File: src/sv/cmg_pkg.sv
`timescale 1ns / 1ps
`default_nettype none

package cmg_pkg;

  // Display size used for clipping.
  localparam int SCREEN_WIDTH  = 128;
  localparam int SCREEN_HEIGHT = 160;

  // Decoupling queue between front and back.
  localparam int QUEUE_DEPTH = 2;
  localparam int QPTR_W      = (QUEUE_DEPTH > 1) ? $clog2(QUEUE_DEPTH) : 1;
  localparam int QCNT_W      = $clog2(QUEUE_DEPTH + 1);

  // Point coordinates: 16-bit signed center plus a 16-bit offset, without wrap.
  localparam int COORD_W = 18;

  typedef enum logic {
    OP_START   = 1'b0,
    OP_ADVANCE = 1'b1
  } opcode_t;

  typedef enum logic [1:0] {
    JOB_START,
    JOB_ADVANCE,
    JOB_IDLE
  } job_kind_t;

  // Index of the final point of each kind of job.
  localparam logic [2:0] START_LAST   = 3'd3;
  localparam logic [2:0] ADVANCE_LAST = 3'd7;
  localparam logic [2:0] IDLE_LAST    = 3'd0;

  typedef struct packed {
    job_kind_t           kind;
    logic signed [15:0]  cx;
    logic signed [15:0]  cy;
    logic [15:0]         ox;
    logic [15:0]         oy;
    logic [15:0]         color;
    logic                done;
  } job_t;

  // The four axis points of a start are mirror codes 0, 2, 4 and 5 with x = 0, y = r.
  function automatic logic [2:0] start_mirror(input logic [2:0] k);
    logic [2:0] m;
    unique case (k)
      3'd0:    m = 3'd0;
      3'd1:    m = 3'd2;
      3'd2:    m = 3'd4;
      default: m = 3'd5;
    endcase
    return m;
  endfunction

endpackage

`default_nettype wire

File: src/sv/cmg_cmd_if.sv
`timescale 1ns / 1ps
`default_nettype none

interface cmg_cmd_if;
  logic               valid;
  logic               ready;
  logic               opcode;
  logic signed [15:0] center_x;
  logic signed [15:0] center_y;
  logic [13:0]        radius;
  logic [15:0]        pixel_color;

  modport source (output valid, opcode, center_x, center_y, radius, pixel_color,
                  input ready);
  modport sink (input valid, opcode, center_x, center_y, radius, pixel_color,
                output ready);
endinterface

`default_nettype wire

File: src/sv/cmg_pt_if.sv
`timescale 1ns / 1ps
`default_nettype none

interface cmg_pt_if;
  logic        valid;
  logic        ready;
  logic [7:0]  point_x;
  logic [7:0]  point_y;
  logic [15:0] point_color;
  logic        on_screen;
  logic        last_of_item;
  logic        circle_done;

  modport source (output valid, point_x, point_y, point_color, on_screen,
                  last_of_item, circle_done, input ready);
  modport sink (input valid, point_x, point_y, point_color, on_screen,
                last_of_item, circle_done, output ready);
endinterface

`default_nettype wire

File: src/sv/cmg_front.sv
`timescale 1ns / 1ps
`default_nettype none

module cmg_front
  import cmg_pkg::*;
(
  input  logic      clk,
  input  logic      rst,
  cmg_cmd_if.sink   cmd,
  input  logic      q_full,
  output logic      push,
  output job_t      job
);

  logic signed [15:0] center_col;
  logic signed [15:0] center_row;
  logic [15:0]        step_x;
  logic [15:0]        step_y;
  logic signed [16:0] decision;
  logic signed [16:0] delta_x;
  logic signed [16:0] delta_y;
  logic [15:0]        held_color;
  logic               active;

  logic               take_y;
  logic [15:0]        y_adv;
  logic [15:0]        x_adv;
  logic signed [16:0] dy_adv;
  logic signed [16:0] dx_adv;
  logic signed [16:0] dec_mid;
  logic signed [16:0] dec_adv;
  logic               adv_done;
  logic signed [16:0] dec_start;
  logic signed [16:0] dy_start;
  logic               start_done;

  // One midpoint iteration.
  always_comb begin
    take_y   = !decision[16];
    y_adv    = step_y - {15'd0, take_y};
    dy_adv   = take_y ? (delta_y + 17'sd2) : delta_y;
    dec_mid  = take_y ? (decision + dy_adv) : decision;
    x_adv    = step_x + 16'd1;
    dx_adv   = delta_x + 17'sd2;
    dec_adv  = dec_mid + dx_adv;
    adv_done = !(x_adv < y_adv);
  end

  always_comb begin
    dec_start  = 17'sd1 - $signed({3'b000, cmd.radius});
    dy_start   = -$signed({2'b00, cmd.radius, 1'b0});
    start_done = (cmd.radius == 14'd0);
  end

  assign cmd.ready = !q_full;
  assign push      = cmd.valid && !q_full;

  always_comb begin
    job = '0;
    if (opcode_t'(cmd.opcode) == OP_START) begin
      job.kind  = JOB_START;
      job.cx    = cmd.center_x;
      job.cy    = cmd.center_y;
      job.ox    = 16'd0;
      job.oy    = {2'b00, cmd.radius};
      job.color = cmd.pixel_color;
      job.done  = start_done;
    end else if (active) begin
      job.kind  = JOB_ADVANCE;
      job.cx    = center_col;
      job.cy    = center_row;
      job.ox    = x_adv;
      job.oy    = y_adv;
      job.color = held_color;
      job.done  = adv_done;
    end else begin
      job.kind  = JOB_IDLE;
      job.cx    = center_col;
      job.cy    = center_row;
      job.ox    = step_x;
      job.oy    = step_y;
      job.color = held_color;
      job.done  = 1'b1;
    end
  end

  always_ff @(posedge clk) begin
    if (rst) begin
      center_col <= '0;
      center_row <= '0;
      step_x     <= '0;
      step_y     <= '0;
      decision   <= '0;
      delta_x    <= 17'sd1;
      delta_y    <= '0;
      held_color <= '0;
      active     <= 1'b0;
    end else if (push) begin
      unique case (opcode_t'(cmd.opcode))
        OP_START: begin
          center_col <= cmd.center_x;
          center_row <= cmd.center_y;
          held_color <= cmd.pixel_color;
          step_x     <= 16'd0;
          step_y     <= {2'b00, cmd.radius};
          decision   <= dec_start;
          delta_x    <= 17'sd1;
          delta_y    <= dy_start;
          active     <= !start_done;
        end
        OP_ADVANCE: begin
          if (active) begin
            step_x   <= x_adv;
            step_y   <= y_adv;
            decision <= dec_adv;
            delta_x  <= dx_adv;
            delta_y  <= dy_adv;
            active   <= !adv_done;
          end
        end
        default: begin
        end
      endcase
    end
  end

endmodule

`default_nettype wire

File: src/sv/cmg_queue.sv
`timescale 1ns / 1ps
`default_nettype none

module cmg_queue
  import cmg_pkg::*;
(
  input  logic clk,
  input  logic rst,
  input  logic push,
  input  job_t wr_job,
  output logic full,
  input  logic pop,
  output job_t rd_job,
  output logic empty
);

  job_t              entries [QUEUE_DEPTH];
  logic [QPTR_W-1:0] wr_ptr;
  logic [QPTR_W-1:0] rd_ptr;
  logic [QCNT_W-1:0] count;

  assign full   = (count == QCNT_W'(QUEUE_DEPTH));
  assign empty  = (count == '0);
  assign rd_job = entries[rd_ptr];

  always_ff @(posedge clk) begin
    if (push) begin
      entries[wr_ptr] <= wr_job;
    end
  end

  always_ff @(posedge clk) begin
    if (rst) begin
      wr_ptr <= '0;
      rd_ptr <= '0;
      count  <= '0;
    end else begin
      if (push) begin
        wr_ptr <= (wr_ptr == QPTR_W'(QUEUE_DEPTH - 1)) ? '0 : wr_ptr + 1'b1;
      end
      if (pop) begin
        rd_ptr <= (rd_ptr == QPTR_W'(QUEUE_DEPTH - 1)) ? '0 : rd_ptr + 1'b1;
      end
      if (push && !pop) begin
        count <= count + 1'b1;
      end else if (pop && !push) begin
        count <= count - 1'b1;
      end
    end
  end

endmodule

`default_nettype wire

File: src/sv/cmg_back.sv
`timescale 1ns / 1ps
`default_nettype none

module cmg_back
  import cmg_pkg::*;
(
  input  logic     clk,
  input  logic     rst,
  input  job_t     job,
  input  logic     empty,
  output logic     pop,
  cmg_pt_if.source pts
);

  logic [2:0]               k;
  logic [2:0]               k_next;
  logic [2:0]               last_k;
  logic [2:0]               m;
  logic                     load;
  logic                     emit;
  logic [15:0]              a;
  logic [15:0]              b;
  logic signed [COORD_W-1:0] px;
  logic signed [COORD_W-1:0] py;
  logic                     on;

  always_comb begin
    unique case (job.kind)
      JOB_START:   last_k = START_LAST;
      JOB_ADVANCE: last_k = ADVANCE_LAST;
      default:     last_k = IDLE_LAST;
    endcase
  end

  assign load = !pts.valid || pts.ready;
  assign emit = !empty && load;
  assign pop  = emit && (k == last_k);

  always_comb begin
    if (!emit) begin
      k_next = k;
    end else if (k == last_k) begin
      k_next = 3'd0;
    end else begin
      k_next = k + 3'd1;
    end
  end

  // Mirror code: bit 2 swaps the offsets, bit 0 negates the column term,
  // bit 1 negates the row term.
  always_comb begin
    m  = (job.kind == JOB_START) ? start_mirror(k) : k;
    a  = m[2] ? job.oy : job.ox;
    b  = m[2] ? job.ox : job.oy;
    px = COORD_W'(job.cx) + (m[0] ? -$signed({2'b00, a}) : $signed({2'b00, a}));
    py = COORD_W'(job.cy) + (m[1] ? -$signed({2'b00, b}) : $signed({2'b00, b}));
    on = (job.kind != JOB_IDLE)
         && !px[COORD_W-1] && (px[COORD_W-2:0] < (COORD_W-1)'(SCREEN_WIDTH))
         && !py[COORD_W-1] && (py[COORD_W-2:0] < (COORD_W-1)'(SCREEN_HEIGHT));
  end

  always_ff @(posedge clk) begin
    if (rst) begin
      k         <= '0;
      pts.valid <= 1'b0;
    end else begin
      k <= k_next;
      if (load) begin
        pts.valid <= !empty;
      end
    end
  end

  always_ff @(posedge clk) begin
    if (emit) begin
      pts.point_x      <= on ? px[7:0] : 8'd0;
      pts.point_y      <= on ? py[7:0] : 8'd0;
      pts.point_color  <= job.color;
      pts.on_screen    <= on;
      pts.last_of_item <= (k == last_k);
      pts.circle_done  <= job.done;
    end
  end

endmodule

`default_nettype wire

File: src/sv/midpoint_circle_point_generator.sv
// Midpoint circle point generator with screen clipping.
// The cmd channel takes requests: opcode 0 starts a circle from center_x,
// center_y, radius and pixel_color; opcode 1 runs one midpoint iteration.
// The pts channel delivers one point per transfer, clipped to a 128 by 160
// display, with last_of_item marking the final point of a request and
// circle_done set once the octant walk has finished.
// A start yields four axis points, an advance yields eight mirrored points,
// and an advance with no circle in progress yields one off-screen point.
// An accepted request is first written to the queue, and its first point is
// then registered in the output register. The output register emits one point
// per cycle while a job waits and the receiver is not holding ready low, and
// the front end computes each iteration combinationally as the request is taken.
// A two-entry queue sits between the front end and the point sequencer, so
// new requests are taken while earlier points are still being sent.
// Reset is synchronous and clears the circle state, the queue and the
// output valid. When the receiver holds ready low the current point stays
// in place, the queue fills and then cmd.ready drops.
`timescale 1ns / 1ps
`default_nettype none

module midpoint_circle_point_generator
  import cmg_pkg::*;
(
  input  logic     clk,
  input  logic     rst,
  cmg_cmd_if.sink  cmd,
  cmg_pt_if.source pts
);

  logic push;
  logic pop;
  logic q_full;
  logic q_empty;
  job_t wr_job;
  job_t rd_job;

  // Front end: holds the circle state and turns each request into a job.
  cmg_front u_front (
    .clk    (clk),
    .rst    (rst),
    .cmd    (cmd),
    .q_full (q_full),
    .push   (push),
    .job    (wr_job)
  );

  // Jobs wait here so either side can stall without holding up the other.
  cmg_queue u_queue (
    .clk    (clk),
    .rst    (rst),
    .push   (push),
    .wr_job (wr_job),
    .full   (q_full),
    .pop    (pop),
    .rd_job (rd_job),
    .empty  (q_empty)
  );

  // Back end: walks the mirror codes of a job, one registered point a cycle unless the receiver stalls.
  cmg_back u_back (
    .clk   (clk),
    .rst   (rst),
    .job   (rd_job),
    .empty (q_empty),
    .pop   (pop),
    .pts   (pts)
  );

endmodule

`default_nettype wire
File: src/flat_wrapper.sv
// flat-port wrapper written by rule: the top's interface ports become plain ports
module midpoint_circle_point_generator_flat import cmg_pkg::*;
  (clk, rst, cmd_valid, cmd_opcode, cmd_center_x, cmd_center_y, cmd_radius, cmd_pixel_color, cmd_ready, pts_valid, pts_point_x, pts_point_y, pts_point_color, pts_on_screen, pts_last_of_item, pts_circle_done, pts_ready);
  cmg_cmd_if cmd_i ();
  cmg_pt_if pts_i ();
  input  logic clk;
  input  logic rst;
  input wire logic [$bits(cmd_i.valid)-1:0] cmd_valid;
  input wire logic [$bits(cmd_i.opcode)-1:0] cmd_opcode;
  input wire logic [$bits(cmd_i.center_x)-1:0] cmd_center_x;
  input wire logic [$bits(cmd_i.center_y)-1:0] cmd_center_y;
  input wire logic [$bits(cmd_i.radius)-1:0] cmd_radius;
  input wire logic [$bits(cmd_i.pixel_color)-1:0] cmd_pixel_color;
  output wire logic [$bits(cmd_i.ready)-1:0] cmd_ready;
  output wire logic [$bits(pts_i.valid)-1:0] pts_valid;
  output wire logic [$bits(pts_i.point_x)-1:0] pts_point_x;
  output wire logic [$bits(pts_i.point_y)-1:0] pts_point_y;
  output wire logic [$bits(pts_i.point_color)-1:0] pts_point_color;
  output wire logic [$bits(pts_i.on_screen)-1:0] pts_on_screen;
  output wire logic [$bits(pts_i.last_of_item)-1:0] pts_last_of_item;
  output wire logic [$bits(pts_i.circle_done)-1:0] pts_circle_done;
  input wire logic [$bits(pts_i.ready)-1:0] pts_ready;
  assign cmd_i.valid = cmd_valid;
  assign cmd_i.opcode = cmd_opcode;
  assign cmd_i.center_x = cmd_center_x;
  assign cmd_i.center_y = cmd_center_y;
  assign cmd_i.radius = cmd_radius;
  assign cmd_i.pixel_color = cmd_pixel_color;
  assign cmd_ready = cmd_i.ready;
  assign pts_valid = pts_i.valid;
  assign pts_point_x = pts_i.point_x;
  assign pts_point_y = pts_i.point_y;
  assign pts_point_color = pts_i.point_color;
  assign pts_on_screen = pts_i.on_screen;
  assign pts_last_of_item = pts_i.last_of_item;
  assign pts_circle_done = pts_i.circle_done;
  assign pts_i.ready = pts_ready;
  midpoint_circle_point_generator u_core (.clk(clk), .rst(rst), .cmd(cmd_i), .pts(pts_i));
endmodule
File: config.mk
export PLATFORM = sky130hd
export DESIGN_NAME = midpoint_circle_point_generator_flat
export DESIGN_NICKNAME = d
export VERILOG_FILES = /design/src/sv/cmg_pkg.sv /design/src/sv/cmg_cmd_if.sv /design/src/sv/cmg_pt_if.sv /design/src/sv/cmg_front.sv /design/src/sv/cmg_queue.sv /design/src/sv/cmg_back.sv /design/src/sv/midpoint_circle_point_generator.sv /design/src/flat_wrapper.sv
export SDC_FILE = /design/constraint.sdc
export NUM_CORES = 1
export LEC_CHECK = 0
export BUFFER_PORTS_ARGS = -buffer_cell sky130_fd_sc_hd__buf_2
export CAP_MARGIN = 20
export CORE_MARGIN = 1
export CORE_UTILIZATION = 36
export DETAILED_ROUTE_END_ITERATION = 6
export PLACE_DENSITY = 0.61
export RECOVER_POWER = 50
export SLEW_MARGIN = 20
export SYNTH_ARGS = -nofsm -noshare
export SYNTH_HDL_FRONTEND = slang
export SYNTH_SLANG_ARGS = --single-unit
File: constraint.sdc
create_clock -name clk -period 7.28 [get_ports clk]
set_input_delay 0.364 -clock clk [delete_from_list [all_inputs] [get_ports clk]]
set_output_delay 0.364 -clock clk [all_outputs]
set_load 0.05 [all_outputs]
==> metrics.txt <==
top_reg_cell synth=edfxtp_1; max cap viols=7; CP Data Arrival Time=6420 ps; Slew @ Worst Pin=4510 ps; sequential fraction of the synthesis area=0.435; slew margin rel.=-2.01; post-synthesis cell count=2079; Peak Freq=165 MHz; Final period util=0.834; vias in the first global route=15200; combinational share of power=0.503; HPWL after DPL=37200 µm; Slowest Stage Delay on Critical Path=850 ps; CTS tree=done; Power Dens Cells=417 nW/µm²; Final Slew Violations=400; RePlAce Congestion=0.879; post-CTS setup buffers=0; syn nets=2244; port bufs=103; H-tree depth=2; Layout area overhead=11.5%; share of cells above drive strength 1=0.122; Psw=3.99 mW; first-pass GRT wire length=82500 µm; Synth async-reset ratio=0; wire length per cell=18.0 µm; post-CTS sizing=0; Critical Path Fanout Max=61; largest net degree at the start of global routing=81; status=finished, violations left; total power=9.44 mW; FP Rows=86; quantity of hold-fixing buffers added after cts=0; Worst Setup End Kind=flip-flop; crit path time final=6070 ps; Total Wirelength=52200 µm; family with the most delay on the worst path=simple AND/OR/NAND/NOR gates; Max clock buf depth=3; commonest non-fill, non-tap cell in the layout=nor2_1; CTS root buffer=clkbuf_16; post-synthesis instance area=20300 µm²; drt via density=5.36; GRT Util Overall=0.180; Final TNS setup=0 ps; HP Class=in -> reg; Synth cell types=82; critical path cell sequence=nor4b_4 > a311oi_4 > buf_4 > mux4_2 > nor3_1 > a21oi_1 > xor2_1 > ha_1 > inv_1 > a221o_1 > nor4_1 > nand4_1 > a2111oi_0 > nand4_1 > nor4_1 > nand4_2 > nor3_1; CTS Buf Count=38; failing checks=capacitance limit, slew limit; clk slew on worst S/H paths=60 ps; leak pwr=8.52 nW; peak supply drop=0.297 mV; Worst Path Required=7630 ps; DRC viols=0; RSZ-0062 raised after global routing=false; Starting Density=0.367; nets=2284; CP Buf/Inv Count=2; DRT Pass-1 Iters=7; Synth Register Bits=341; EDFF count, synth=201; CP startpoint kind=flip-flop; Clock Sinks=341; worst-skew pair later-pin latency=550 ps; die extent in x=240 µm; via count=15500; Ys Warns=0; DIE AREA=57400 µm²; Reg power frac=0.286; Worst Skew=26.7 ps; Pint=5.45 mW; Net Sw Frac=0.423; antenna-violating nets left=0; Die H=240 µm; Hold Vio Cnt, Final=0; commonest non-fill, non-tap cells in the layout=nor2_1, nand2_1, edfxtp_1, a21oi_1, dfxtp_1; CP max stage cell=dfxtp_4; antenna violations before repair=5; CP Class=reg -> reg; DRT iter0 DRCs=1236; Syn Area/Cell=9.77 µm²; Remaining Overflow, GRT=0; setup violators final=0; Clk pwr share=0.211; Core Region=55400 µm²; Top-Level Pins=104
==> power by group through the flow <==
stage / combinational, mW / clock (mW) / sequential [mW]
floorplan: 3.46 / 0 / 2.92
global placement: 4.68 / 0 / 2.71
detailed placement: 4.75 / 0 / 2.72
CTS: 4.77 / 2.04 / 2.68
global route: 5.18 / 2.12 / 2.75
finish: 4.75 / 2.00 / 2.70
==> sequential cells by signal, summed over array words and instances (netlist names), 2 cells and up, named ones only <==
| register | flops |
|---|---|
| u_core.u_front.delta_y | 16 |
| u_core.u_front.delta_x | 17 |
| u_core.u_front.decision | 17 |
| u_core.u_front.center_row | 16 |
| u_core.u_front.step_x | 16 |
| u_core.u_front.held_color | 16 |
| u_core.u_back.pts.point_x | 8 |
| u_core.u_back.pts.point_y | 8 |
| u_core.u_queue.entries | 166 |
| u_core.u_front.center_col | 16 |
| u_core.u_back.pts.point_color | 16 |
| u_core.u_queue.count | 2 |
| u_core.u_front.step_y | 16 |
| u_core.u_back.k | 3 |
==> Yosys cell counts (all sizes together), types with 3 or more instances <==
master	n	area share
a2bb2oi	3	0.0013
a221oi	6	0.0029
a211oi	33	0.012
nor3b	13	0.0053
mux2	104	0.058
inv	47	0.0087
xnor2	79	0.035
nor4	8	0.0025
nand4	19	0.0062
nand2b	13	0.0040
a22oi	32	0.012
or4	5	0.0018
buf	35	0.010
o31ai	10	0.0037
nor2	237	0.044
o21ai	80	0.020
o21a	12	0.0044
o211ai	10	0.0037
mux2i	26	0.013
mux4	23	0.026
o221ai	4	0.0017
or3	17	0.0052
edfxtp	201	0.30
nor2b	11	0.0034
fa	3	0.0030
a31oi	13	0.0043
or2	5	0.0015
nand2	226	0.042
xor2	102	0.044
ha	95	0.059
a21oi	152	0.038
dfxtp	140	0.14
nand3	29	0.0071
and3b	3	0.0013
and3	21	0.0065
a21boi	3	0.0011
o21bai	9	0.0033
nor3	94	0.026
clkbuf	88	0.016
a21o	27	0.010
o22ai	6	0.0018
==> path summary, 6_finish.rpt <==
kind	slack, ps	endpoint	start	cells after the start
hold reg to reg	450	u_core.u_front.held_color[8]	u_core.u_front.held_color[8]	2
setup reg to reg	1210	u_core.u_back.pts.point_y[4]	flip-flop	17
hold / removal	80	u_core.u_front.center_col[7]	cmd_center_x[7]	3
setup / recovery	1210	u_core.u_back.pts.point_y[4]	flip-flop	17
==> logic make-up (layout without fill, tap and decap cells) <==
family | Yosys count | count (layout) | share of synthesized area
multiplexers | 153 | 153 | 0.0968
AO/OA/AOI/OAI | 422 | 422 | 0.131
other | 1 | 6 | 0.000185
AND/OR/NAND/NOR | 711 | 711 | 0.161
buffers and inverters | 172 | 240 | 0.0354
adder cells (fa/ha/maj) | 98 | 98 | 0.0615
XOR/XNOR | 181 | 181 | 0.0788
flip-flops | 341 | 341 | 0.435
==> worst reg2reg max path: cells and delay by family (launching register included) <==
family	cells	cell delay, ps
compound gates	4	1230
xor+xnor	1	200
fa+ha+maj	1	360
buf+inv	2	540
flops	1	850
mux	1	430
simple gates	8	2280
==> metrics by stage <==
step	cells	util	hold WS (ps)	setup WS [ps]	area, µm²
finish	2900	0.409	81.1	1210	22600
global route	2899	0.409	65.9	560	22600
CTS	2895	0.410	63.4	1270	22700
detailed placement	2827	0.387	438	1280	21400
global placement	2827	0.387	438	1450	21400
floorplan	2079	-	420	1620	20300
==> routing by layer <==
layer,vias up,track usage,part of all wire,wire (µm)
met5,-,0,0,0
met1,7554,0.239,0.46,23900
met2,316,0.308,0.48,24900
met3,73,0.0222,0.041,2140
met4,0,0.0490,0.022,1170
li1,7590,-,-,-
==> cell type report <==
cell class,count,area (µm²)
Clock buffer,46,1020
Inverter,49,184
Antenna cell,5,12.5
Timing Repair Buffer,123,591
Clock inverter,22,269
Fill cell,5389,32800
Tap cell,748,936
Sequential cell,341,8840
Multi-Input combinational cell,1566,10800
No activity file was read; power rests on OpenSTA's default activity.
